## src/rtl/fmi_pkg.sv

```systemverilog
// Shared constants, types and helpers of the fuzzy inference block.
package fmi_pkg;

  localparam int unsigned SAMPLE_POINTS_DEF = 64;

  // Field widths
  localparam int unsigned BP_W   = 16;
  localparam int unsigned MU_W   = 16;
  localparam int unsigned QUOT_W = 17;

  // Configuration port
  localparam int unsigned CFG_AW    = 3;
  localparam int unsigned CFG_DW    = 64;
  localparam int unsigned CFG_DEPTH = 7;

  // Register indexes
  localparam logic [CFG_AW-1:0] REG_ANTE1 = 3'd0;
  localparam logic [CFG_AW-1:0] REG_ANTE2 = 3'd1;
  localparam logic [CFG_AW-1:0] REG_ANTE3 = 3'd2;
  localparam logic [CFG_AW-1:0] REG_CONS1 = 3'd3;
  localparam logic [CFG_AW-1:0] REG_CONS2 = 3'd4;
  localparam logic [CFG_AW-1:0] REG_CONS3 = 3'd5;
  localparam logic [CFG_AW-1:0] REG_SPAN  = 3'd6;
  localparam logic [CFG_AW-1:0] REG_LAST  = 3'd7;

  localparam logic [CFG_DW-1:0] SPAN_RESET = 64'h0000_0000_1900_0000;
  localparam logic [MU_W-1:0]   MU_ONE     = 16'h8000;

  // Result of one grading lane
  typedef struct packed {
    logic            done;
    logic [MU_W-1:0] mu;
  } lane_res_t;

  // Pick breakpoint k out of a packed register word
  function automatic logic [BP_W-1:0] bp_field(logic [CFG_DW-1:0] w, logic [1:0] k);
    logic [BP_W-1:0] f;
    f = '0;
    case (k)
      2'd0:    f = w[15:0];
      2'd1:    f = w[31:16];
      2'd2:    f = w[47:32];
      2'd3:    f = w[63:48];
      default: f = '0;
    endcase
    return f;
  endfunction

endpackage

```

## src/rtl/fmi_div.sv

```systemverilog
// Restoring divider, one quotient bit per cycle.
module fmi_div import fmi_pkg::*; #(
  parameter int unsigned W = 24
) (
  input  logic              clk_i,
  input  logic              rst_ni,
  input  logic              start_i,
  input  logic [W-1:0]      rem_i,
  input  logic [QUOT_W-1:0] feed_i,
  input  logic [W-1:0]      div_i,
  output logic              done_o,
  output logic [QUOT_W-1:0] quot_o
);

  localparam int unsigned CW = $clog2(QUOT_W + 1);

  logic              busy_q, done_q;
  logic [CW-1:0]     cnt_q;
  logic [W-1:0]      rem_q, div_q;
  logic [QUOT_W-1:0] feed_q, quot_q;
  logic [W:0]        trial, diff;
  logic              ge;

  // Shift in the next dividend bit and try the subtraction
  assign trial = {rem_q, feed_q[QUOT_W-1]};
  assign diff  = trial - {1'b0, div_q};
  assign ge    = trial >= {1'b0, div_q};

  // Count iterations
  always_ff @(posedge clk_i or negedge rst_ni) begin
    if (!rst_ni) begin
      busy_q <= 1'b0;
      done_q <= 1'b0;
      cnt_q  <= '0;
    end else begin
      done_q <= 1'b0;
      if (start_i) begin
        busy_q <= 1'b1;
        cnt_q  <= CW'(QUOT_W);
      end else if (busy_q) begin
        cnt_q <= cnt_q - CW'(1);
        if (cnt_q == CW'(1)) begin
          busy_q <= 1'b0;
          done_q <= 1'b1;
        end
      end
    end
  end

  // Advance remainder and quotient
  always_ff @(posedge clk_i) begin
    if (start_i) begin
      rem_q  <= rem_i;
      feed_q <= feed_i;
      div_q  <= div_i;
      quot_q <= '0;
    end else if (busy_q) begin
      rem_q  <= ge ? diff[W-1:0] : trial[W-1:0];
      feed_q <= {feed_q[QUOT_W-2:0], 1'b0};
      quot_q <= {quot_q[QUOT_W-2:0], ge};
    end
  end

  assign done_o = done_q;
  assign quot_o = quot_q;

endmodule

```

## config.mk

```make
export PLATFORM = sky130hd
export DESIGN_NAME = fmi_div
export DESIGN_NICKNAME = d
export VERILOG_FILES = /design/src/rtl/fmi_pkg.sv /design/src/rtl/fmi_div.sv
export SDC_FILE = /design/constraint.sdc
export NUM_CORES = 1
export LEC_CHECK = 0
export ABC_AREA = 1
export BUFFER_PORTS_ARGS = -buffer_cell sky130_fd_sc_hd__buf_2
export CAP_MARGIN = 20
export CORE_MARGIN = 1.5
export CORE_UTILIZATION = 31
export CTS_CLUSTER_DIAMETER = 150
export CTS_CLUSTER_SIZE = 14
export DETAILED_ROUTE_END_ITERATION = 6
export GPL_TIMING_DRIVEN = 0
export PLACE_DENSITY = 0.59
export SLEW_MARGIN = 10
export SYNTH_ARGS = -nofsm -noshare
export SYNTH_HDL_FRONTEND = slang
export SYNTH_SLANG_ARGS = --single-unit
export TNS_END_PERCENT = 10
```

## constraint.sdc

```tcl
create_clock -name clk_i -period 3.3 [get_ports clk_i]
set_clock_uncertainty 0.1 [all_clocks]
set_input_delay 0.66 -clock clk_i [delete_from_list [all_inputs] [get_ports clk_i]]
set_output_delay 0.66 -clock clk_i [all_outputs]
set_load 0.03 [all_outputs]
```

# Word-level counts from Yosys, hierarchy flattened

Index checks and enable logic that the tools add are counted.
Widths: inputs -> output; s select.

$mul: 0
Bitwise gates (word level): 0
Mux-type cells: 13
Shift-type cells: 0
Add/sub/neg operators: 2
Magnitude comparators: 1
Reduce and logical (&&, ||, !) cells: 1
Equal/unequal tests: 1
Divide/modulo/power cells: 0

Operator list:

| cell                | count |
|---|---|
| $mux 24             | 3 |
| $mux 17             | 2 |
| $ge 25x24->1        | 1 |
| $sub 24x24->24      | 1 |
| $mux 5              | 2 |
| $mux 1              | 6 |
| $eq 5x1->1 const B  | 1 |
| $sub 5x1->5 const B | 1 |
| $reduce_bool 2->1   | 1 |

Register bits after elaboration: 89
Output and inout port bits: 18
Memory bits (writable): 0
Memories kept: 0
Logic and storage cells: 25
Bits in latches: 0
ROM bits: 0

# Logic depth before layout (Yosys ltp)

Word-level depth: 4
Depth in mapped cells: 15
Mapped depth without buffers: 15

# Worst setup path after synthesis

OpenSTA, ideal clock, no wires.

Path type: in2reg
Start point: input start_i
End point: register feed_q[0], enable pin
Data arrival time: 2.512 ns
Path buffers: 2
Setup slack: 0.266 ns
Cell stages on the path: 4
Cell sequence: clkbuf_1 > nor2_1 > clkinv_1 > clkbuf_1

Word-level cells in the longest chain between the ends: 1

RTL lines:

| item                               | RTL line      | RTL |
|---|---|---|
| from (decl)                        | fmi_div.sv:7  | `input logic start_i,` |
| $reduce_bool 2->1 (no source line) | --            |  |
| to (signal assigned)               | fmi_div.sv:54 | `feed_q <= feed_i;` |
| to (signal assigned)               | fmi_div.sv:59 | `feed_q <= {feed_q[QUOT_W-2:0], 1'b0};` |
| to (decl)                          | fmi_div.sv:20 | `logic [QUOT_W-1:0] feed_q, quot_q;` |

Every way passes these cells.
A chain may end at the register's enable or synchronous reset.

# Final worst setup path

Start point: input start_i
End point: register rem_q[20], enable pin

Word-level cells in the longest chain between the ends: 1

RTL lines:

| item                               | RTL line      | RTL |
|---|---|---|
| $reduce_bool 2->1 (no source line) | --            |  |
| to (signal assigned)               | fmi_div.sv:53 | `rem_q <= rem_i;` |
| to (signal assigned)               | fmi_div.sv:58 | `rem_q <= ge ? diff[W-1:0] : trial[W-1:0];` |
| to (decl)                          | fmi_div.sv:19 | `logic [W-1:0] rem_q, div_q;` |

Every way passes these cells.

==> metrics.cfg <==
[synthesis]
yosys.area_share.simple_pct = 32.9
synth_xor_area_share_pct = 1.41
yosysWarningCount = 0
synthArstFlopShare_pct = 7.87
synth.distinct_cells = 38
synth-main-ff-cell = edfxtp_1
synth_compound_area_share_pct = 4.73
synth_top_area_share_pct = 34.8
syn_inst = 741
synth.area.top_cells = edfxtp_1, nand2_1, inv_1, dfxtp_1, ha_1
synthAdderAreaFrac_pct = 6.16
ys_ff_latch = 89
synth_area_leader_cell = edfxtp_1
synth_top_family_by_area = simple AND/OR/NAND/NOR gates
syn_nets = 836
ys_seq_area_share_pct = 44.0
syn_avg_cell_area_um2 = 7.57
synth.cell_area_um2 = 5610
synth_edf_count = 65
muxShareOfSynthArea_pct = 0

[placed_design]
gp_congestion = 0.877
dp_hpwl_mm = 11.0
port_buffers = 85

[clock_tree]
cts_num_sinks = 89
path_clk_slew_ns = 0.08
postCtsResizedCells = 0
tritoncts = yes
htree_levels = 3
hold_buffers = 0
clock_path_buffers = 2
worstSkewPairLatency_ns = 0.36
clock-root-buffer = clkbuf_16
postCtsSetupBuffers = 0
cts_buffers = 9

[die]
coreArea_um2 = 17800
io_pins = 86
die_x_um = 138
row_count = 49
die_height_um = 138
die_area_um2 = 18900
start_util_pct = 31.4

[global_routing]
grt_pass1_wl_mm = 23.5
grt_pass1_vias = 4695
grt_usage_pct = 16.4
antenna_found_initial = 0
grt_max_degree = 51
grt_overflow = 0

[layout]
diodes = 0
finalNetCount = 932
area_growth_pct = 18.2
drive_gt1_share_pct = 15.4
fin_util_pct = 37.2

[setup_path]
crit_type = input pin to flip-flop
critical_path.slowest_cell = clkbuf_4
cp-end-kind = flip-flop
crit_fanout = 50
cpPeakStageDelay_ns = 0.65
setup.worst_path.start_class = input pin
cp.required_ns = 3.18
path_buf_inv = 4
crit_path_cell_trace = buf_2, clkbuf_1, nor2_1, clkinv_1, clkbuf_4
crit_family = buffers and inverters
cp.arrival_ns = 2.65

[detailed_routing]
drtAntennaViolNets = 0
drcViolationCount = 0
wl_per_cell_um = 13.5
drtIter0Drc = 283
via_per_inst = 4.48
drt_wl_total_mm = 14.5
dr.pass1.iters = 4
dr_total_vias = 4802

[timing]
slew_headroom_pct = 52.2
fmax_mhz = 361
worstMarginPinSlew_ns = 0.716
slew_violations = 0
fin_crit_sh_pct = 83.9
finalSetupViolCount = 0
period_minus_slack_ns = 2.77
rsz0062_at_grt = false
final-hold-violation-count = 0

[power_and_ir_drop]
total_power_w = 0.00539
p_leak_nw = 3.43
power_density_nw_per_um2 = 813
peakVddDrop_mv = 0.312

[run_status]
status = complete, no violations

[hold_path]
min_path_type = input pin to async pin

[job]
cap_violations = 0

layer usage:
| layer | wire, um | GRT usage [%] | up-vias |
|---|---|---|---|
| li1 | - | - | 2537 |
| met1 | 6890 | 21.2 | 2142 |
| met2 | 6680 | 27.6 | 113 |
| met3 | 773 | 3.53 | 10 |
| met4 | 165 | 4.56 | 0 |
| met5 | 0 | 0 | - |
worst paths after layout:
path | start | end | slack (ns) | cells past startpoint
min in group clk_i | quot_o[16] | quot_o[16] | 0.36 | 2
worst max-delay path | start_i | rem_q[20] | 0.53 | 5
max in group asynchronous | rst_ni | cnt_q[2] | 2.91 | 1
worst max register to register | rem_q[18] | rem_q[14] | 0.76 | 12
worst min-delay path | rst_ni | cnt_q[4] | 0.02 | 1
worst min register to register | quot_o[16] | quot_o[16] | 0.36 | 2
cell families after synthesis:
kind of cell               after synthesis
adders and majority gates               27
AOI/OAI and AO/OA                       46
xor gates and xnor gates                 9
and+or+nand+nor                        417
DFF                                     89
buffers and inverters                  153
power breakdown:
group	internal, W	switching, W	leakage [nW]	total [W]
clock network	0.000562	0.000510	0.153	0.00107
logic	0.000981	0.00173	2.38	0.00271
registers	0.00149	0.000117	0.900	0.00161
total	0.00304	0.00235	3.43	0.00539
cells in the final DEF, fill, tap and decap left out, types with 2 or more instances in the layout:
| cell type | netlist | routed |
|---|---|---|
| buf_6 | 4 | 4 |
| o21ai_0 | 6 | 6 |
| dfrtp_1 | 7 | 7 |
| xnor2_1 | 9 | 9 |
| inv_8 | 0 | 5 |
| a21oi_1 | 18 | 18 |
| clkinv_1 | 3 | 3 |
| nand3_1 | 49 | 49 |
| ha_1 | 26 | 26 |
| inv_1 | 131 | 131 |
| clkbuf_1 | 10 | 9 |
| a21oi_2 | 2 | 2 |
| dfxtp_1 | 17 | 17 |
| nor2_4 | 3 | 3 |
| nand4_1 | 6 | 6 |
| edfxtp_1 | 65 | 65 |
| nor2_2 | 2 | 2 |
| nor2_1 | 35 | 35 |
| buf_2 | 2 | 87 |
| nand3b_1 | 23 | 23 |
| nand3_2 | 5 | 5 |
| nand2_1 | 281 | 281 |
| clkbuf_16 | 0 | 9 |
| nor3_1 | 2 | 2 |
| inv_2 | 2 | 2 |
| o22ai_1 | 16 | 16 |
| nand2_2 | 4 | 4 |
sequential cells by signal, summed over array words and instances, names as in the netlist:
signal / count
done_o: 1
busy_q: 1
cnt_q: 5
feed_q: 17
quot_o: 17
div_q: 24
rem_q: 24
cells in the mapped netlist, drive strengths merged, types with 9 or more instances:
library cell / instances
inv: 133
xnor2: 9
clkbuf: 10
ha: 26
nand2: 286
a21oi: 20
dfxtp: 17
edfxtp: 65
o22ai: 16
nor2: 40
nand3: 54
nand3b: 24
area by class of cell:
type / instances / area, um2
Fill cell: 1912 / 11200
Multi-Input combinational cell: 499 / 2530
Buffer: 17 / 100
Clock buffer: 10 / 239
Timing Repair Buffer: 85 / 425
Inverter: 136 / 510
Clock inverter: 6 / 65.1
Sequential cell: 89 / 2470
Tap cell: 229 / 287
worst reg2reg max path, cell delays in order, from the launching register on:
cell and delay [ns]:
edfxtp_1 0.41, ha_1 0.41, nand2_1 0.18, nor2_1 0.08, nand2_1 0.06, nor2_1 0.04, nand2_1 0.08, nand3_2 0.09
nor2_4 0.23, buf_2 0.33, nand3b_1 0.11, nand3_1 0.11, nand2_1 0.05
stage by stage:
stage	setup slack [ns]	area [um2]	hold slack (ns)	setup TNS (ns)	std cells
after global routing	0.276	6630	0.0200	0	1071
after floorplan	0.266	5610	0.264	0	741
final	0.530	6630	0.0229	0	1071
after CTS	0.429	6630	0.00806	0	1071
after global placement	-1.44	6320	0.334	-71.19	1055
after detailed placement	0.0443	6320	0.348	0	1055
Power figures use the tool's default switching activity.
