--- src/rtl/fmi_pkg.sv ---
// Shared constants, types and helpers of the fuzzy inference block.
package fmi_pkg;

  localparam int unsigned SAMPLE_POINTS_DEF = 64;

  // Field widths
  localparam int unsigned BP_W   = 16;
  localparam int unsigned MU_W   = 16;
  localparam int unsigned QUOT_W = 17;

  // Configuration port
  localparam int unsigned CFG_AW    = 3;
  localparam int unsigned CFG_DW    = 64;
  localparam int unsigned CFG_DEPTH = 7;

  // Register indexes
  localparam logic [CFG_AW-1:0] REG_ANTE1 = 3'd0;
  localparam logic [CFG_AW-1:0] REG_ANTE2 = 3'd1;
  localparam logic [CFG_AW-1:0] REG_ANTE3 = 3'd2;
  localparam logic [CFG_AW-1:0] REG_CONS1 = 3'd3;
  localparam logic [CFG_AW-1:0] REG_CONS2 = 3'd4;
  localparam logic [CFG_AW-1:0] REG_CONS3 = 3'd5;
  localparam logic [CFG_AW-1:0] REG_SPAN  = 3'd6;
  localparam logic [CFG_AW-1:0] REG_LAST  = 3'd7;

  localparam logic [CFG_DW-1:0] SPAN_RESET = 64'h0000_0000_1900_0000;
  localparam logic [MU_W-1:0]   MU_ONE     = 16'h8000;

  // Result of one grading lane
  typedef struct packed {
    logic            done;
    logic [MU_W-1:0] mu;
  } lane_res_t;

  // Pick breakpoint k out of a packed register word
  function automatic logic [BP_W-1:0] bp_field(logic [CFG_DW-1:0] w, logic [1:0] k);
    logic [BP_W-1:0] f;
    f = '0;
    case (k)
      2'd0:    f = w[15:0];
      2'd1:    f = w[31:16];
      2'd2:    f = w[47:32];
      2'd3:    f = w[63:48];
      default: f = '0;
    endcase
    return f;
  endfunction

endpackage

--- src/rtl/fmi_div.sv ---
// Restoring divider, one quotient bit per cycle.
module fmi_div import fmi_pkg::*; #(
  parameter int unsigned W = 24
) (
  input  logic              clk_i,
  input  logic              rst_ni,
  input  logic              start_i,
  input  logic [W-1:0]      rem_i,
  input  logic [QUOT_W-1:0] feed_i,
  input  logic [W-1:0]      div_i,
  output logic              done_o,
  output logic [QUOT_W-1:0] quot_o
);

  localparam int unsigned CW = $clog2(QUOT_W + 1);

  logic              busy_q, done_q;
  logic [CW-1:0]     cnt_q;
  logic [W-1:0]      rem_q, div_q;
  logic [QUOT_W-1:0] feed_q, quot_q;
  logic [W:0]        trial, diff;
  logic              ge;

  // Shift in the next dividend bit and try the subtraction
  assign trial = {rem_q, feed_q[QUOT_W-1]};
  assign diff  = trial - {1'b0, div_q};
  assign ge    = trial >= {1'b0, div_q};

  // Count iterations
  always_ff @(posedge clk_i or negedge rst_ni) begin
    if (!rst_ni) begin
      busy_q <= 1'b0;
      done_q <= 1'b0;
      cnt_q  <= '0;
    end else begin
      done_q <= 1'b0;
      if (start_i) begin
        busy_q <= 1'b1;
        cnt_q  <= CW'(QUOT_W);
      end else if (busy_q) begin
        cnt_q <= cnt_q - CW'(1);
        if (cnt_q == CW'(1)) begin
          busy_q <= 1'b0;
          done_q <= 1'b1;
        end
      end
    end
  end

  // Advance remainder and quotient
  always_ff @(posedge clk_i) begin
    if (start_i) begin
      rem_q  <= rem_i;
      feed_q <= feed_i;
      div_q  <= div_i;
      quot_q <= '0;
    end else if (busy_q) begin
      rem_q  <= ge ? diff[W-1:0] : trial[W-1:0];
      feed_q <= {feed_q[QUOT_W-2:0], 1'b0};
      quot_q <= {quot_q[QUOT_W-2:0], ge};
    end
  end

  assign done_o = done_q;
  assign quot_o = quot_q;

endmodule

--- src/rtl/fmi_lane.sv ---
// Trapezoid grading lane: picks the segment and divides out the ramp degree.
module fmi_lane import fmi_pkg::*; #(
  parameter int unsigned SW = 23
) (
  input  logic                 clk_i,
  input  logic                 rst_ni,
  input  logic                 start_i,
  input  logic signed [SW-1:0] a_i,
  input  logic signed [SW-1:0] b_i,
  input  logic signed [SW-1:0] c_i,
  input  logic signed [SW-1:0] d_i,
  input  logic signed [SW-1:0] x_i,
  output lane_res_t            res_o
);

  typedef enum logic [1:0] {M_ZERO, M_ONE, M_RISE, M_FALL} mode_e;

  mode_e             mode;
  logic [SW-1:0]     delta, run;
  logic              ramp, div_done, wait_q, done_q;
  logic [QUOT_W-1:0] quot;
  logic [MU_W-1:0]   mu_q;

  // Ordered segment tests, later ones win
  always_comb begin
    mode = M_ZERO;
    if (x_i > a_i && x_i < b_i) mode = M_RISE;
    if (x_i >= b_i && x_i <= c_i) mode = M_ONE;
    if (x_i > c_i && x_i < d_i) mode = M_FALL;
    if (x_i > d_i) mode = M_ZERO;
  end

  assign ramp  = (mode == M_RISE) || (mode == M_FALL);
  assign delta = (mode == M_FALL) ? SW'(d_i - x_i) : SW'(x_i - a_i);
  assign run   = (mode == M_FALL) ? SW'(d_i - c_i) : SW'(b_i - a_i);

  fmi_div #(.W(SW)) u_div (
    .clk_i  (clk_i),
    .rst_ni (rst_ni),
    .start_i(start_i && ramp),
    .rem_i  ({2'b00, delta[SW-1:2]}),
    .feed_i ({delta[1:0], (QUOT_W-2)'(0)}),
    .div_i  (run),
    .done_o (div_done),
    .quot_o (quot)
  );

  // Hold the degree, pulse done
  always_ff @(posedge clk_i or negedge rst_ni) begin
    if (!rst_ni) begin
      wait_q <= 1'b0;
      done_q <= 1'b0;
      mu_q   <= '0;
    end else begin
      done_q <= 1'b0;
      if (start_i) begin
        if (ramp) begin
          wait_q <= 1'b1;
        end else begin
          done_q <= 1'b1;
          mu_q   <= (mode == M_ONE) ? MU_ONE : '0;
        end
      end else if (wait_q && div_done) begin
        wait_q <= 1'b0;
        done_q <= 1'b1;
        mu_q   <= quot[MU_W-1:0];
      end
    end
  end

  assign res_o.done = done_q;
  assign res_o.mu   = mu_q;

endmodule

--- config.mk ---
export PLATFORM = sky130hd
export DESIGN_NAME = fmi_lane
export DESIGN_NICKNAME = d
export VERILOG_FILES = /design/src/rtl/fmi_pkg.sv /design/src/rtl/fmi_div.sv /design/src/rtl/fmi_lane.sv
export SDC_FILE = /design/constraint.sdc
export NUM_CORES = 1
export LEC_CHECK = 0
export ABC_CLOCK_PERIOD_IN_PS = 7450
export BUFFER_PORTS_ARGS = -buffer_cell sky130_fd_sc_hd__buf_2
export CELL_PAD_IN_SITES_DETAIL_PLACEMENT = 0
export CELL_PAD_IN_SITES_GLOBAL_PLACEMENT = 1
export CORE_ASPECT_RATIO = 0.8
export CORE_MARGIN = 1.5
export CORE_UTILIZATION = 45
export CTS_BUF_LIST = sky130_fd_sc_hd__clkbuf_4
export CTS_CLUSTER_SIZE = 20
export DETAILED_ROUTE_END_ITERATION = 12
export GPL_TIMING_DRIVEN = 0
export PLACE_DENSITY = 0.83
export SYNTH_ARGS = -nofsm -noshare
export SYNTH_HDL_FRONTEND = slang
export SYNTH_HIERARCHICAL = 1
export SYNTH_SLANG_ARGS = --single-unit
--- constraint.sdc ---
create_clock -name clk_i -period 7.45 [get_ports clk_i]
set_input_delay 0.745 -clock clk_i [delete_from_list [all_inputs] [get_ports clk_i]]
set_output_delay 0.745 -clock clk_i [all_outputs]
set_load 0.03 [all_outputs]
* Word-level counts from Yosys, hierarchy flattened
Cells that the tools add are included.
Widths: inputs -> output; s select.
** Cells by class
- Eq/ne operators :: 6
- Mux-type cells :: 29
- Magnitude comparators :: 8
- Reduce and logical (&&, ||, !) cells :: 10
- $add $sub $neg :: 6
** Operator list (number)
- $sub 23x23->23 :: 5
- $gt 23x23->1 :: 3
- $mux 23 :: 3
- $mux 16 :: 4
- $lt 23x23->1 :: 2
- $mux 21 :: 2
- $mux 17 :: 2
- $ge 24x23->1 :: 1
- $ge 23x23->1 :: 1
- $le 23x23->1 :: 1
- $mux 1 :: 12
- $mux 5 :: 2
- $mux 2 :: 4
- $eq 5x1->1 const B :: 1
- $logic_and 1x1->1 :: 5
- $sub 5x1->5 const B :: 1
- $eq 2x2->1 const B :: 2
- $reduce_and 2->1 :: 2
- $reduce_bool 2->1 :: 2
- $eq 2x1->1 const B :: 1
- $ne 2x1->1 const B :: 1
- $ne 2x2->1 const B :: 1
- $logic_or 1x1->1 :: 1
** Word-level totals
- Logic and storage cells :: 70
- Flip-flop bits (word level) :: 89
- Output and inout port bits :: 17
- Bits of input ports :: 118

* Depth between registers and ports, before layout
Gate-level depths: netlist (run 1).
- Depth after elaboration :: 10
- Depth in mapped cells :: 17
- Gate-level depth less buffers :: 15

* Hierarchy
Netlist (run 1), hierarchy kept.
** Modules (own cells, without submodules)
- fmi_lane :: sequential area each 450.4 µm², area an instance 6682.7 µm², cells an instance 931, instances 1
- fmi_div :: sequential area each 2407.3 µm², area an instance 4885.9 µm², cells an instance 438, instances 1

* Worst setup path before layout (run 1)
Ideal clock, no wire load.
- Path kind :: input to register
- Start point :: in c_i[12]
- End point :: reg, netlist name u_div/feed_q[0]
- Data required time :: 7070 ps
- Buffers on the path :: 4
- Path slack :: 1909 ps
- Cell stages on the path :: 16
- Arrival :: 5162 ps
- Library setup time :: 380 ps
- Path through :: inv_1 -> ha_1 -> and4_1 -> nor4bb_1 -> o31ai_1 -> o311ai_0 -> mux2i_1 -> nand2_1 -> nor2_1 -> buf_4 -> inv_4 -> a21oi_1 -> clkbuf_1 -> clkbuf_1 -> clkbuf_1 -> or2_2
** RTL lines
- start, declared :: line fmi_lane.sv:10 : input logic signed [SW-1:0] c_i,

==> flow_summary.toml, run 1 <==
[setup_path]
crit_top_cell = "clkbuf_1"
cp.depth = 16
slowest_delay_ns = 0.91
end_kind = "flip-flop"
r2r_start = "u_div/div_q[0]"
crit_chain = "buf_2 > ha_1 > nand4_1 > nor4bb_1 > o31ai_1 > o311ai_0 > mux2i_1 > nand2_1 > nor2_1 > buf_4 > inv_4 > a21oi_4 > clkbuf_1 > clkbuf_1 > clkbuf_1 > or2_2"
critPathRequiredTime_ns = 7.58
worstReg2RegEnd = "u_div/rem_q[18]"
crit_fanout = 40
cp.buffers_inverters = 6
critPathTopFamily = "simple AND/OR/NAND/NOR gates"
crit_start = "x_i[22]"
critPathSlowestCell = "or2_2"
rr_worst_depth = 9
rrSetupSlack_ns = 4.17
crit_type = "primary input to flip-flop"
crit_end = "u_div/feed_q[7]"
cp_data_arrival_time_ns = 6.96
critPathLaunchType = "primary input"

[clock_tree]
numCtsBuffers = 9
htree_levels = 3
cts.sinks = 104
clock_latency_ns = 0.50
clock-root-buffer = "clkbuf_4"
cts_tree = "built"
ctsHoldBuffers = 0
cts_resized = 0
clkSlewWorstSetupHoldPaths_ns = 0.22
clockBufferDepth = 2
cts_setup_buffers = 0

[floorplan]
core-area_sq_mm = 0.0252
initial_utilization = 0.457
ios = 135
die_h_um = 146
num_rows = 52
die_w_um = 182
die_area_sq_mm = 0.0266

[finish]
nets = 1811
fin_area_sq_mm = 0.0129
drive_above_1_share = 0.149
synthToLayoutAreaGrowth_pct = 11.5

[placed_design]
post_dp_cell_area_sq_mm = 0.0127
post-place-ws_ns = 0.258
hpwl_um = 28000
portBuffers = 134
place_congestion = 0.990

[detailed_routing]
first_pass_iters = 5
wl_per_cell_um = 18.3
viasPerCell = 5.69
vias = 10600
detail-route-antenna-nets = 0
drc = 0
drt_iter0_markers = 906
routed_wirelength_um = 33900

[power_and_ir_drop]
p_leak_nw = 6.29
pwr_density_cell_mw_per_mm2 = 286
irDropWorstVdd_uv = 188
power.total_mw = 3.68

[timing]
final.setup.tns_ns = 0
layout_min_cycle_time_ns = 6.83
max_freq_ghz = 0.146
setup_viol = 0
hold_violations = 0
period_share = 0.917
drv_slew = 0
maxSlewHeadroom = 0.201
hold_slack_ns = 0.218
worstMarginPinSlew_ns = 1.19
rsz0062_at_grt = "no"
worst_slack_ns = 0.619
clock_skew_ns = 0.0259

[status]
status = "completed"

[worst_hold_path]
hp-class = "primary input to async pin"

[logic_synthesis]
synthCells = 1366
yosysWarningCount = 6
synth_area_sq_mm = 0.0115
syn_avg_cell_area_sq_um = 8.44

[global_route]
gr-usage-all-layers = 0.258
grt_max_degree = 41
grt_pass1_wl_um = 53900
antenna_found_initial = 1
grt_overflow = 0
grt_pass1_vias = 10000

[job]
cap_violations = 0
-- worst min path at each step --
| stage | start | to | cells past startpoint |
|---|---|---|---|
| floorplan | rst_ni | done_q | 0 |
| global placement | wait_q | wait_q | 1 |
| detailed placement | wait_q | wait_q | 1 |
| CTS | rst_ni | mu_q[6] | 1 |
| global route | rst_ni | mu_q[6] | 1 |
| finish | rst_ni | mu_q[6] | 1 |
-- area by class of cell --
class / instances / area (sq um)
Multi-Input combinational cell: 1094 / 8040
Inverter: 147 / 554
Tap cell: 324 / 405
Sequential cell: 104 / 2840
Clock buffer: 9 / 67.6
Buffer: 37 / 176
Timing Repair Buffer: 134 / 671
Antenna cell: 1 / 2.50
Fill cell: 2519 / 12400
Clock inverter: 7 / 104
-- layer usage --
layer	vias up	routed length, um	global-route usage
met4	0	405	0.0421
met1	4970	16800	0.388
li1	5234	-	-
met5	-	0	0
met2	335	14000	0.384
met3	26	2660	0.0501
-- layout by cell type, fill, tap and decap left out, types with 16 or more instances in the layout --
master / n
buf_2: 140
mux2_2: 21
nor2_1: 123
xor2_1: 39
conb_1: 17
a21o_1: 44
nor2b_1: 16
ha_1: 161
dfxtp_1: 16
clkbuf_1: 24
dfrtp_1: 25
nand2b_1: 26
nand3_1: 23
edfxtp_1: 63
a21oi_1: 121
nor3_1: 31
nand4_1: 21
o21ai_0: 63
mux2i_1: 26
nand2_1: 90
inv_1: 146
xnor2_1: 57
-- metrics by stage --
step / utilization / instances
after floorplan: - / 1382
after global placement: 0.502 / 1840
after detailed placement: 0.502 / 1840
after CTS: 0.509 / 1856
after global routing: 0.509 / 1857
final: 0.509 / 1857
-- registers in the layout, indices dropped and copies added, names as in the netlist --
name and flops:
wait_q 1, u_div/busy_q 1, u_div/quot_o 16, u_div/div_q 23
mu_q 16, u_div/rem_q 23, done_q 1, u_div/done_o 1
u_div/feed_q 17, u_div/cnt_q 5
-- where the power goes --
group          switching [mW]  internal, mW  leakage, nW  total (mW)
Combinational            1.36         0.959         5.11        2.32
Clock                   0.243        0.0908       0.0888       0.334
Sequential              0.107         0.918         1.09        1.03
No activity file was read; power rests on OpenSTA's default activity.
==> run 2: changes to the inputs <==
--- a/config.mk
+++ b/config.mk
@@ -5,6 +5,7 @@
 export SDC_FILE = /design/constraint.sdc
 export NUM_CORES = 1
 export LEC_CHECK = 0
+export ABC_AREA = 1
 export ABC_CLOCK_PERIOD_IN_PS = 7450
 export BUFFER_PORTS_ARGS = -buffer_cell sky130_fd_sc_hd__buf_2
 export CELL_PAD_IN_SITES_DETAIL_PLACEMENT = 0
@@ -16,7 +17,7 @@
 export CTS_CLUSTER_SIZE = 20
 export DETAILED_ROUTE_END_ITERATION = 12
 export GPL_TIMING_DRIVEN = 0
-export PLACE_DENSITY = 0.83
+export PLACE_DENSITY = 0.87
 export SYNTH_ARGS = -nofsm -noshare
 export SYNTH_HDL_FRONTEND = slang
 export SYNTH_HIERARCHICAL = 1
==> flow_summary.toml, run 2 <==
[timing]
period_share = 0.671
max_freq_ghz = 0.200
hold_violations = 0
clock_skew_ns = 0.0244
rsz0062_at_grt = "no"
drv_slew = 0
layout_min_cycle_time_ns = 5.00
worstMarginPinSlew_ns = 1.11
maxSlewHeadroom = 0.250
setup_viol = 0
final.setup.tns_ns = 0
hold_slack_ns = 0.248

[finish]
nets = 2357
synthToLayoutAreaGrowth_pct = 10.8
top_regs = "u_div/div_q (23), u_div/rem_q (23), u_div/feed_q (17)"
fillers = 2907
drive_above_1_share = 0.103
final_cell_mix = "nand2_1 (628), inv_1 (304), ha_1 (161)"
final_common_cell = "nand2_1"
seq_area_sq_mm = 0.00284
multi_input_area_sq_mm = 0.00842

[logic_synthesis]
syn_avg_cell_area_sq_um = 6.57
yosysWarningCount = 6
synth_area_sq_mm = 0.0125
synthCells = 1911

[setup_path]
cp_data_arrival_time_ns = 5.16
critPathTopFamily = "buffers and inverters"
critPathRequiredTime_ns = 7.60
crit_top_cell = "nand2_1"
crit_chain = "buf_2 > ha_1 > nand2_1 > nor2_1 > nand2_1 > nor2_1 > nand2_1 > nand4_1 > nand3_1 > nand2_1 > nand2_1 > nand2_1 > nand3_1 > inv_1 > clkbuf_1 > nor2_1 > clkinv_1 > buf_2 > buf_12"
slowest_delay_ns = 0.68
critPathLaunchType = "primary input"
end_kind = "flip-flop"
critPathSlowestCell = "inv_1"
rrSetupSlack_ns = 4.81
crit_type = "primary input to flip-flop"
crit_fanout = 40
cp.buffers_inverters = 6

[power_and_ir_drop]
pwr_density_cell_mw_per_mm2 = 255
p_leak_nw = 7.68
irDropWorstVdd_uv = 166

[worst_hold_path]
hp-class = "primary input to async pin"

[clock_tree]
cts.sinks = 104
cts_tree = "built"
clock_latency_ns = 0.47
ctsHoldBuffers = 0
cts_resized = 0
clkSlewWorstSetupHoldPaths_ns = 0.16
cts_setup_buffers = 0
clock-root-buffer = "clkbuf_4"
clockBufferDepth = 2
numCtsBuffers = 9
htree_levels = 3

[detailed_routing]
maxUsedRoutingLayer = "met5"
met3_length_um = 3450
drc = 0
vias = 12300
viasPerCell = 5.05
detail-route-antenna-nets = 0
met1_length_um = 20400
first_pass_iters = 5
routed_wirelength_um = 39500
drt_iter0_markers = 1072
routed-wl-met2_um = 15200
wl_per_cell_um = 16.2

[floorplan]
core-area_sq_mm = 0.0274
initial_utilization = 0.459
num_rows = 54
die_w_um = 190
die_area_sq_mm = 0.0289
die_h_um = 152
ios = 135

[placed_design]
place_congestion = 0.966
hpwl_um = 33900
portBuffers = 134

[global_route]
grt_pass1_wl_um = 61100
grt_max_degree = 41
grt_overflow = 0
gr-usage-all-layers = 0.274
grt_pass1_vias = 11100
antenna_found_initial = 2

[status]
status = "completed"

[job]
cap_violations = 0
-- run 2: final cells by class --
| type | count | area share |
|---|---|---|
| multi-input combinational | 1485 | 0.605 |
| sequential | 104 | 0.204 |
| inverter | 310 | 0.0837 |
| timing repair buffer | 135 | 0.0497 |
| tap | 364 | 0.0328 |
| buffer | 28 | 0.0139 |
| clock buffer | 12 | 0.00648 |
| clock inverter | 4 | 0.00378 |
| antenna | 1 | 0.000180 |
-- run 2: worst paths after layout --
| kind | startpoint | endpoint | cells after the start |
|---|---|---|---|
| worst max register to register | u_div/div_q[0] | u_div/rem_q[11] | 13 |
| worst min register to register | u_div/quot_o[4] | mu_q[4] | 2 |
| worst min-delay path | rst_ni | u_div/cnt_q[3] | 1 |
| max in group asynchronous | rst_ni | u_div/cnt_q[0] | 1 |
| min in group clk_i | u_div/quot_o[4] | mu_q[4] | 2 |
| worst max-delay path | x_i[22] | u_div/feed_q[7] | 19 |
-- run 2: routing by layer --
metal / up-vias / track usage
met3: 24 / 0.0684
met2: 382 / 0.388
met4: 2 / 0.0299
li1: 6486 / -
met5: - / 0
met1: 5445 / 0.423
-- run 2: metrics by stage --
| stage | instances | area, sq um | total power [mW] | setup slack (ns) | util |
|---|---|---|---|---|---|
| after global placement | 2425 | 13700 | 3.20 | 0.433 | 0.502 |
| after CTS | 2442 | 13900 | 3.55 | 2.44 | 0.508 |
| final | 2443 | 13900 | 3.55 | 2.45 | 0.508 |
| after detailed placement | 2426 | 13800 | 3.23 | 1.93 | 0.503 |
| after floorplan | 1927 | 12600 | 2.62 | 2.62 | - |
| after global routing | 2443 | 13900 | 3.89 | 2.01 | 0.508 |
-- run 2: worst register-to-register path, cell delays in order (launching register included) --
cell	delay, ns
edfxtp_1	0.42
ha_1	0.24
fa_1	0.42
inv_1	0.13
nand2_1	0.08
nand2_1	0.06
nand3_1	0.10
nand2_2	0.16
nand2_2	0.10
nand4_4	0.18
buf_4	0.24
nand2_1	0.07
nand3_1	0.14
nand2_1	0.07
-- run 2: power by group --
part | total [mW] | leakage, nW | switching, mW | internal, mW
Clock | 0.302 | 0.0823 | 0.186 | 0.116
Sequential | 0.993 | 1.09 | 0.0991 | 0.893
Combinational | 2.26 | 6.51 | 1.46 | 0.791
