[src/rtl/fmi_pkg.sv]
// Shared constants, types and helpers of the fuzzy inference block.
package fmi_pkg;

  localparam int unsigned SAMPLE_POINTS_DEF = 64;

  // Field widths
  localparam int unsigned BP_W   = 16;
  localparam int unsigned MU_W   = 16;
  localparam int unsigned QUOT_W = 17;

  // Configuration port
  localparam int unsigned CFG_AW    = 3;
  localparam int unsigned CFG_DW    = 64;
  localparam int unsigned CFG_DEPTH = 7;

  // Register indexes
  localparam logic [CFG_AW-1:0] REG_ANTE1 = 3'd0;
  localparam logic [CFG_AW-1:0] REG_ANTE2 = 3'd1;
  localparam logic [CFG_AW-1:0] REG_ANTE3 = 3'd2;
  localparam logic [CFG_AW-1:0] REG_CONS1 = 3'd3;
  localparam logic [CFG_AW-1:0] REG_CONS2 = 3'd4;
  localparam logic [CFG_AW-1:0] REG_CONS3 = 3'd5;
  localparam logic [CFG_AW-1:0] REG_SPAN  = 3'd6;
  localparam logic [CFG_AW-1:0] REG_LAST  = 3'd7;

  localparam logic [CFG_DW-1:0] SPAN_RESET = 64'h0000_0000_1900_0000;
  localparam logic [MU_W-1:0]   MU_ONE     = 16'h8000;

  // Result of one grading lane
  typedef struct packed {
    logic            done;
    logic [MU_W-1:0] mu;
  } lane_res_t;

  // Pick breakpoint k out of a packed register word
  function automatic logic [BP_W-1:0] bp_field(logic [CFG_DW-1:0] w, logic [1:0] k);
    logic [BP_W-1:0] f;
    f = '0;
    case (k)
      2'd0:    f = w[15:0];
      2'd1:    f = w[31:16];
      2'd2:    f = w[47:32];
      2'd3:    f = w[63:48];
      default: f = '0;
    endcase
    return f;
  endfunction

endpackage

[src/rtl/fmi_cfg_mem.sv]
// Register memory of the rule set with per-entry valid bits for reset values.
module fmi_cfg_mem import fmi_pkg::*; (
  input  logic              clk_i,
  input  logic              rst_ni,
  input  logic              we_i,
  input  logic [CFG_AW-1:0] waddr_i,
  input  logic [CFG_DW-1:0] wdata_i,
  input  logic [CFG_AW-1:0] raddr_i,
  output logic [CFG_DW-1:0] rdata_o
);

  logic [CFG_DW-1:0]    mem_q [CFG_DEPTH];
  logic [CFG_DEPTH-1:0] vld_q;
  logic [CFG_DW-1:0]    rdata_q;
  logic                 rvld_q;
  logic [CFG_AW-1:0]    raddr_q;

  // Write the array, read one entry a cycle
  always_ff @(posedge clk_i) begin
    if (we_i && waddr_i != REG_LAST) begin
      mem_q[waddr_i] <= wdata_i;
    end
    rdata_q <= mem_q[raddr_i];
  end

  // Track written entries and the address of the pending read
  always_ff @(posedge clk_i or negedge rst_ni) begin
    if (!rst_ni) begin
      vld_q   <= '0;
      rvld_q  <= 1'b0;
      raddr_q <= '0;
    end else begin
      if (we_i && waddr_i != REG_LAST) begin
        vld_q[waddr_i] <= 1'b1;
      end
      rvld_q  <= (raddr_i != REG_LAST) ? vld_q[raddr_i] : 1'b0;
      raddr_q <= raddr_i;
    end
  end

  // Substitute reset contents for entries never written
  always_comb begin
    if (rvld_q) begin
      rdata_o = rdata_q;
    end else if (raddr_q == REG_SPAN) begin
      rdata_o = SPAN_RESET;
    end else begin
      rdata_o = '0;
    end
  end

endmodule

[config.mk]
export PLATFORM = sky130hd
export DESIGN_NAME = fmi_cfg_mem
export DESIGN_NICKNAME = d
export VERILOG_FILES = /design/src/rtl/fmi_pkg.sv /design/src/rtl/fmi_cfg_mem.sv
export SDC_FILE = /design/constraint.sdc
export NUM_CORES = 1
export LEC_CHECK = 0
export ABC_AREA = 1
export BUFFER_PORTS_ARGS = -buffer_cell sky130_fd_sc_hd__clkbuf_2
export CORE_MARGIN = 10
export CORE_UTILIZATION = 40
export DETAILED_ROUTE_END_ITERATION = 10
export PLACE_DENSITY = 0.62
export RECOVER_POWER = 50
export SYNTH_ARGS = -nofsm -noshare
export SYNTH_HDL_FRONTEND = slang
export SYNTH_SLANG_ARGS = --single-unit
[constraint.sdc]
create_clock -name clk_i -period 0.95 [get_ports clk_i]
set_input_delay 0.0475 -clock clk_i [delete_from_list [all_inputs] [get_ports clk_i]]
set_output_delay 0.0475 -clock clk_i [all_outputs]
set_load 0.02 [all_outputs]
Word level (Yosys, flattened, before mapping)
Memories as Yosys holds them, arrays and structs flattened. A register that Yosys moved wholly into a read port is not among the register bits.
Cells that the tools add are included.

word-level totals
  bits in latches = 0
  ROM bits = 0
  word-level logic and storage cells = 22
  memories kept = 1
  memory bits (writable) = 448
  register bits = 11

memories
  memory  words  width  read ports  clocked after Yosys merged registers in  wr ports  line               text
  mem_q   7      64     1           1                                        1         fmi_cfg_mem.sv:12  logic [CFG_DW-1:0] mem_q [CFG_DEPTH];

cells by class
  div/mod/pow operators = 0
  muxes and demuxes = 9
  shift-type cells = 0
  $mul = 0
  order comparisons = 3
  equality and inequality tests = 3
  add/subtract/negate cells = 0
  reductions and logical operators = 2
  bitwise gates (word level) = 1

operator list
  kind                                                                   count
  64-bit two-way mux                                                     1
  29-bit two-way mux                                                     1
  3-bit by 4-bit < comparator with 1-bit output, second input constant   2
  7-bit OR                                                               1
  3-bit inequality test, second input constant                           2
  1-bit two-way mux                                                      5
  1-bit binary-select mux with 3-bit select                              1
  1-bit demux with 3-bit select                                          1
  3-bit equality test, second input constant                             1
  3-bit by 1-bit >= comparator with 1-bit output, second input constant  1
  1-bit logical AND                                                      2

Depth between registers and ports, before layout
Gate-level depths: netlist of run 1.

  word-level depth = 5
  gate-level depth with buffers = 9
  mapped depth without buffers = 6

Worst setup path after synthesis of run 1
No wires, ideal clock.

  path type = input port to flip-flop
  start = in waddr_i[0]
  end = reg vld_q[6]
  cell stages on the path = 4
  data required time = 0.858 ns
  library setup time = 0.092 ns
  arrival = 5.089 ns
  path slack = -4.231 ns
  buffers on the path = 0
  path through = inv_1 -> nand2_1 -> nor3_1 -> or2_2

on the way
  word-level cells in the longest chain between the ends = 5
  elaborated cells on any way between the ends = 8

RTL lines
  what                                                                                                                                   line               text
  start: declaration                                                                                                                     fmi_cfg_mem.sv:6   input logic [CFG_AW-1:0] waddr_i,
  3-bit by 4-bit < comparator with 1-bit output (implied by the code) or 3-bit by 1-bit >= comparator with 1-bit output (tied branches)  fmi_cfg_mem.sv:34  vld_q[waddr_i] <= 1'b1;
  1-bit logical AND (implied by the code)                                                                                                fmi_cfg_mem.sv:34
  1-bit two-way mux (implied by the code)                                                                                                fmi_cfg_mem.sv:34
  1-bit demux with 3-bit select                                                                                                          fmi_cfg_mem.sv:34
  7-bit OR (no line)                                                                                                                     --
  end signal: assignment                                                                                                                 fmi_cfg_mem.sv:29  vld_q <= '0;
  end signal: indexed assignment                                                                                                         fmi_cfg_mem.sv:34
  end: declaration                                                                                                                       fmi_cfg_mem.sv:13  logic [CFG_DEPTH-1:0] vld_q;

Several ways; a longest one is shown, not always the timed one.
A chain may end at the register's enable or synchronous reset.

Worst setup path after layout of run 1
  start = reg rvld_q
  end = out rdata_o[8]

on the way
  word-level cells in the longest chain between the ends = 1

RTL lines
  what                      line               text
  start: declaration        fmi_cfg_mem.sv:15  logic rvld_q;
  start signal: assignment  fmi_cfg_mem.sv:36  rvld_q <= (raddr_i != REG_LAST) ? vld_q[raddr_i] : 1'b0;
  64-bit two-way mux        fmi_cfg_mem.sv:43  if (rvld_q) begin
  end: declaration          fmi_cfg_mem.sv:9   output logic [CFG_DW-1:0] rdata_o

Every way passes these cells.

==> results.py, run 1 <==
metrics = {
    "routing": {
        "vias": 14003,
        "drt_wl_total_um": 50500,
        "drc": 0,
        "ant_nets": 0,
        "drt_first_pass_iters": 5,
        "drt_iter0_markers": 913,
        "routed_via_density": 4.71,
        "route.detailed.wl_per_inst_um": 17.0,
    },
    "place": {
        "post-place-cells": 2786,
        "gp_congestion": 0.785,
        "place_area_mm2": 0.0236,
        "hpwlAfterDp_um": 31600,
        "io_buffers": 136,
    },
    "sta": {
        "hold_viol_final": 2,
        "finalSetupViolCount": 75,
        "skew_ps": 14.4,
        "whs_ps": -9.87,
        "fmax_ghz": 0.584,
        "setup_ws_ps": -761,
        "post-route-period-util_pct": 180,
        "fin_setup_tns_ps": -48150,
        "rsz0062_at_grt": "yes",
        "slew_headroom_pct": 65.2,
        "tightest_slew_ps": 521,
        "min_period_ps": 1710,
        "drv_slew": 0,
    },
    "cells_and_area": {
        "final_cell_mix": "nand2_1 (591), edfxtp_1 (448), inv_1 (278), nand3_1 (238), clkbuf_1 (76)",
        "finalNetCount": 2317,
        "area_growth_pct": 28.8,
        "drive_gt1_share_pct": 19.0,
        "fin_cells": 2971,
        "stdcell_area_mm2": 0.0270,
        "mostFrequentLayoutCell": "nand2_1",
        "final_util_pct": 52.3,
    },
    "global_routing": {
        "antenna_found_initial": 5,
        "overflow": 0,
        "grt_max_degree": 40,
        "grt_pass1_wl_um": 78800,
        "top_usage_layer": "met2",
        "use_met2_pct": 26.1,
        "grtUsageMet3_pct": 2.88,
        "grt.total_usage_pct": 15.8,
        "grt_util_met1_pct": 20.4,
        "grt_pass1_vias": 14038,
    },
    "floorplan": {
        "core_area_mm2": 0.0516,
        "io_pins": 137,
        "die_h_um": 249,
        "rows": 83,
        "dieWidth_um": 249,
        "initial_core_util_pct": 40.6,
        "die-area_mm2": 0.0619,
    },
    "yosys": {
        "synth_area_mm2": 0.0209,
        "yosysWarnings": 0,
        "syn_inst": 1953,
        "synth_nets": 2026,
        "synth_seq_cells": 523,
        "yosysUniqueCellTypes": 18,
        "post_synth.cell_area_avg_um2": 10.7,
        "yosysSeqAreaShare_pct": 71.7,
    },
    "worst_setup_path": {
        "arrival_ps": 1660,
        "end_kind": "primary output",
        "required_ps": 900,
        "startpoint_type": "flop",
        "crit_fanout": 6,
        "path_class": "flop to primary output",
    },
    "clock_network": {
        "clk_pin_slew_ps": 60,
        "cts_tree": "built",
        "cts_sinks": 523,
        "clk_latency_ps": 600,
        "h-tree-depth": 2,
        "cts-root-buf": "clkbuf_16",
        "cts_buffers": 54,
        "clock_path_buffers": 3,
    },
    "pwr": {
        "p_leak_nw": 11.6,
        "power_density_mw_per_mm2": 1930,
        "irDropWorstVdd_v": 0.00131,
    },
    "min_path": {
        "min_path_type": "input port to flop",
    },
    "status": {
        "status": "complete, but fails checks",
        "violations": "negative hold slack, negative setup slack",
    },
    "flow_run": {
        "maxCapViolCount": 0,
    },
}
[cell type report]
cell class | instances | area, um2
repair buffers | 327 | 3380
well taps | 680 | 851
clock buffers | 72 | 1510
inverters | 329 | 1270
diodes | 1 | 2.50
clock inverters | 30 | 253
multi-input cells | 1009 | 4700
fillers | 4396 | 24600
flip-flops and latches | 523 | 15000
[cell usage after synthesis]
master / count / share of area [%]
nor2_1: 27 / 0.48
nand2_1: 669 / 12
or2_2: 16 / 0.48
buf_4: 8 / 0.29
inv_2: 1 / 0.018
dfrtp_1: 11 / 1.3
o21ai_0: 6 / 0.14
or2_1: 19 / 0.57
inv_1: 327 / 5.9
buf_2: 60 / 1.4
nor3_1: 1 / 0.024
or2_0: 20 / 0.60
clkbuf_1: 21 / 0.38
buf_1: 3 / 0.054
dfxtp_1: 64 / 6.1
nand3_1: 251 / 6.0
inv_4: 1 / 0.030
edfxtp_1: 448 / 64
[flip-flops by register name, indices dropped and copies added (netlist names)]
register and count:
mem_q 448, vld_q 7, rdata_q 64, raddr_q 3, rvld_q 1
[metrics by stage]
| step | worst slack [ps] | power [W] |
|---|---|---|
| 2_1_floorplan | -1220 | 0.0287 |
| 3_3_place_gp | -467 | 0.0306 |
| 3_5_place_dp | -463 | 0.0307 |
| 4_1_cts | -784 | 0.0520 |
| 5_1_grt | -818 | 0.0541 |
| 6_report | -761 | 0.0521 |
[routing by layer]
layer  routed length, um  vias up  share of wire (%)
met5                  42        -              0.083
met4                1270        8                2.5
met3                2150       94                4.3
met2               24700      311                 49
met1               22400     6774                 44
li1                    -     6816                  -
[what timing repair did]
item | in CTS | in global routing
buffers inserted | 1 | 0
endpoints found under the setup margin | 66 | 128
cloned | 2 | 5
pin swaps | 2 | 13
endpoints found under the hold margin | 489 | 1
hold buffers | 74 | 1
gates resized for setup | 47 | 319
[report_power, final]
part | internal, W | switching, W | leakage, nW | total [W]
Clock | 0.0123 | 0.00859 | 0.869 | 0.0208
Combinational | 0.00212 | 0.00295 | 6.04 | 0.00507
Sequential | 0.0259 | 0.000330 | 4.72 | 0.0262
Total | 0.0402 | 0.0119 | 11.6 | 0.0521
[cells by family after synthesis]
logic type	synth area share, %
AND/OR/NAND/NOR	20.1
AO/OA/AOI/OAI	0.143
flip-flops	71.7
buffers and inverters	8.06
[critical path: stages (launching register included)]
cell       delay, ps
dfrtp_2          450
buf_12           190
clkbuf_16        190
nand2_1           50
inv_1             60
buf_6            110
[path summary, 6_finish.rpt]
path | end | from | cells past startpoint | slack (ps)
setup / recovery | rdata_o[8] | rvld_q$_DFF_PN0_ | 5 | -760
hold / removal | rdata_q[9]$_DFF_P_ | raddr_i[0] | 6 | -10
setup reg to reg | rdata_q[35]$_DFF_P_ | mem_q[6][35]$_DFFE_PP_ | 3 | 20
hold reg to reg | vld_q[2]$_DFFE_PN0P_ | vld_q[2]$_DFFE_PN0P_ | 2 | 460
max in group asynchronous | rvld_q$_DFF_PN0_ | rst_ni | 3 | 170
min in group asynchronous | vld_q[4]$_DFFE_PN0P_ | rst_ni | 3 | 470
Power figures use the tool's default switching activity.
==> run 2: changes to the inputs <==
--- a/config.mk
+++ b/config.mk
@@ -5,7 +5,6 @@
 export SDC_FILE = /design/constraint.sdc
 export NUM_CORES = 1
 export LEC_CHECK = 0
-export ABC_AREA = 1
 export BUFFER_PORTS_ARGS = -buffer_cell sky130_fd_sc_hd__clkbuf_2
 export CORE_MARGIN = 10
 export CORE_UTILIZATION = 40
==> run 2 against run 1 <==
  * Count of clock-buffer cells in the layout up 4
  * Via count down 27%
  * Non-clock buffer count down 33
  * The run ends with negative setup slack left
  * Die area down 5.3%
  * Synthesized cell count down 46%
  * Area after synthesis down 5.8%
  * Clock power about the same
  * Utilization down 1.0 points
  * Sequential power about the same
  * Register-to-register slack worse by 230 ps
==> results.py, run 2 <==
metrics = {
    "sta": {
        "min_period_ps": 1710,
        "hold_viol_final": 0,
        "finalSetupViolCount": 129,
        "tightest_slew_ps": 572,
        "post-route-period-util_pct": 180,
        "skew_ps": 14.5,
        "drv_slew": 0,
        "fmax_ghz": 0.585,
        "slew_headroom_pct": 61.9,
        "setup_ws_ps": -759,
        "fin_setup_tns_ps": -48400,
        "rsz0062_at_grt": "yes",
    },
    "yosys": {
        "synth_commonest_cells": "edfxtp_1 (448), mux2i_1 (129), nand2b_1 (68)",
        "yosysWarnings": 0,
        "synth_seq_cells": 523,
        "synth_top_area_share_pct": 68.2,
        "synth-edff-count": 448,
        "post_synth.cell_area_avg_um2": 18.5,
        "synth_area_mm2": 0.0197,
        "yosys_most_used_dff": "edfxtp_1",
        "synth.largest_area_cell": "edfxtp_1",
        "synth_nets": 1137,
        "yosysUniqueCellTypes": 26,
        "synth_area_leaders": "edfxtp_1 (68%), mux2i_1 (6.5%), dfxtp_1 (6.5%)",
        "async_flop_share_pct": 2.10,
        "yosysMostFrequentCell": "edfxtp_1",
        "syn_inst": 1064,
        "yosysSeqAreaShare_pct": 76.1,
    },
    "floorplan": {
        "initial_core_util_pct": 40.4,
        "die_h_um": 242,
        "rows": 81,
        "core_area_mm2": 0.0488,
        "dieWidth_um": 242,
        "io_pins": 137,
        "die-area_mm2": 0.0586,
    },
    "cells_and_area": {
        "final_util_pct": 51.3,
        "multi_input_area_mm2": 0.00471,
        "final_cell_mix": "edfxtp_1 (448), mux2i_1 (129), clkbuf_1 (80), dlygate4sd3_1 (69), nand2b_1 (65)",
        "area_growth_pct": 26.9,
        "mostFrequentLayoutCell": "edfxtp_1",
        "drive_gt1_share_pct": 29.1,
        "largest_register": "mem_q",
        "finalNetCount": 1421,
        "fillCellCount": 4047,
        "largest_reg_flops": 448,
        "top_regs": "mem_q x448, rdata_q x64, vld_q x7",
        "register_area_mm2": 0.0150,
    },
    "worst_setup_path": {
        "crit_fanout": 4,
        "startpoint_type": "flop",
        "arrival_ps": 1660,
        "r2r-start": "mem_q[2][20]$_DFFE_PP_",
        "regToRegSetupSlack_ps": -210,
        "slowest_delay_ps": 470,
        "end_kind": "primary output",
        "reg2reg_depth": 3,
        "r2r_end": "rdata_q[20]$_DFF_P_",
        "slowest_stage": "dfrtp_2",
        "path_cells": "nor3_2 -> buf_4 -> a21o_1 -> clkbuf_8",
        "required_ps": 900,
        "path_class": "flop to primary output",
    },
    "routing": {
        "route.detailed.wl_per_inst_um": 21.0,
        "drt_iter0_markers": 517,
        "drc": 0,
        "routed_via_density": 5.00,
        "ant_nets": 0,
        "drt_wl_total_um": 43200,
        "drt_first_pass_iters": 4,
        "vias": 10279,
    },
    "pwr": {
        "internal_power_w": 0.0406,
        "p_seq_share_pct": 50.5,
        "p_sw_share_pct": 21.5,
        "power_density_mw_per_mm2": 2070,
        "p_switching_w": 0.0111,
        "clkPwrFrac_pct": 40.3,
        "p_leak_nw": 8.91,
        "fin_total_pwr_w": 0.0517,
        "irDropWorstVdd_v": 0.00141,
        "comb_power_share_pct": 9.1,
    },
    "clock_network": {
        "cts_buffers": 52,
        "cts_sinks": 523,
        "cts_tree": "built",
        "clock_path_buffers": 3,
        "h-tree-depth": 2,
        "clk_latency_ps": 590,
        "cts-root-buf": "clkbuf_16",
        "cts_setup_buffers": 0,
        "clk_pin_slew_ps": 60,
    },
    "global_routing": {
        "grt_max_degree": 37,
        "grt_pass1_vias": 10937,
        "grt_pass1_wl_um": 67000,
        "overflow": 0,
        "antenna_found_initial": 5,
        "grt.total_usage_pct": 14.6,
    },
    "status": {
        "violations": "negative setup slack",
        "status": "complete, but fails checks",
    },
    "flow_run": {
        "maxCapViolCount": 0,
    },
    "min_path": {
        "min_path_type": "input port to flop",
        "hold_depth": 4,
        "holdPathEnd": "rdata_q[52]$_DFF_P_",
        "worstHoldStart": "raddr_i[1]",
    },
    "place": {
        "dp_slack_ps": -409,
        "io_buffers": 136,
        "gp_congestion": 0.728,
        "hpwlAfterDp_um": 27900,
    },
}
run 2: cell count changes in the layout (fill, tap and decap cells not counted), sizes merged, moves of 47 or more:
cell and change:
and2 +61, buf -67, nand2b +68, mux2 +66
o211ai +65, nand3 -251, or2 -47, o221ai +64
inv -327, nand2 -666, mux2i +129
run 2: metal layers:
layer  vias up  wire (um)  GRT usage (%)
met2       178      21300           24.4
li1       4761          -              -
met5         -         47              0
met1      5271      19500           19.2
met3        61       1780           3.14
met4         8        639           3.37
run 2: power by group through the flow:
stage,Clock [W],Sequential (W),Combinational [W]
floorplan,0,0.0265,0.00235
global placement,0,0.0266,0.00407
detailed placement,0,0.0266,0.00413
CTS,0.0213,0.0262,0.00467
global route,0.0222,0.0262,0.00508
finish,0.0209,0.0262,0.00473
run 2: critical path: cells and delay by family (launching register included):
kind / cells / cell delay (ps)
DFF: 1 / 470
AOI/OAI and AO/OA: 1 / 170
and+or+nand+nor: 1 / 120
buffers and inverters: 2 / 320
run 2: cells by family (layout without fill, tap and decap cells):
family	Yosys count	in the layout	share of synthesized area, %
AND/OR/NAND/NOR	149	149	4.61
flip-flops	523	523	76.1
other	0	1	0
AO/OA/AOI/OAI	133	133	6.45
buffers and inverters	64	392	1.86
multiplexers	195	195	11.0
run 2: what timing repair did:
item | in CTS | in global routing
pin swaps | 21 | 0
endpoints found under the hold margin | 470 | 1
hold buffers | 69 | 1
setup endpoints to repair | 129 | 129
resized for setup | 67 | 80
run 2: worst max-delay path by stage:
stage,startpoint,to,slack (ps)
after global placement,waddr_i[0],mem_q[0][1]$_DFFE_PP_,-390
after detailed placement,raddr_i[0],rdata_q[38]$_DFF_P_,-410
after CTS,rvld_q$_DFF_PN0_,rdata_o[28],-790
after floorplan,waddr_i[0],mem_q[0][0]$_DFFE_PP_,-1290
final,rvld_q$_DFF_PN0_,rdata_o[28],-760
after global routing,rvld_q$_DFF_PN0_,rdata_o[28],-820
run 2: stage by stage:
stage               hold slack, ps  area [um2]  std cells
CTS                           11.0       24900       2056
detailed placement           -61.3       22200       1889
finish                        9.76       25000       2057
global placement             -68.0       22200       1889
floorplan                     -248       20000       1064
global route                  6.14       25000       2056
run 2: cell type report:
type | count | area share, %
flip-flops and latches | 523 | 59.9
multi-input cells | 477 | 18.8
repair buffers | 294 | 10.8
clock buffers | 76 | 5.97
well taps | 664 | 3.32
clock inverters | 22 | 1.10
diodes | 1 | 0.00999
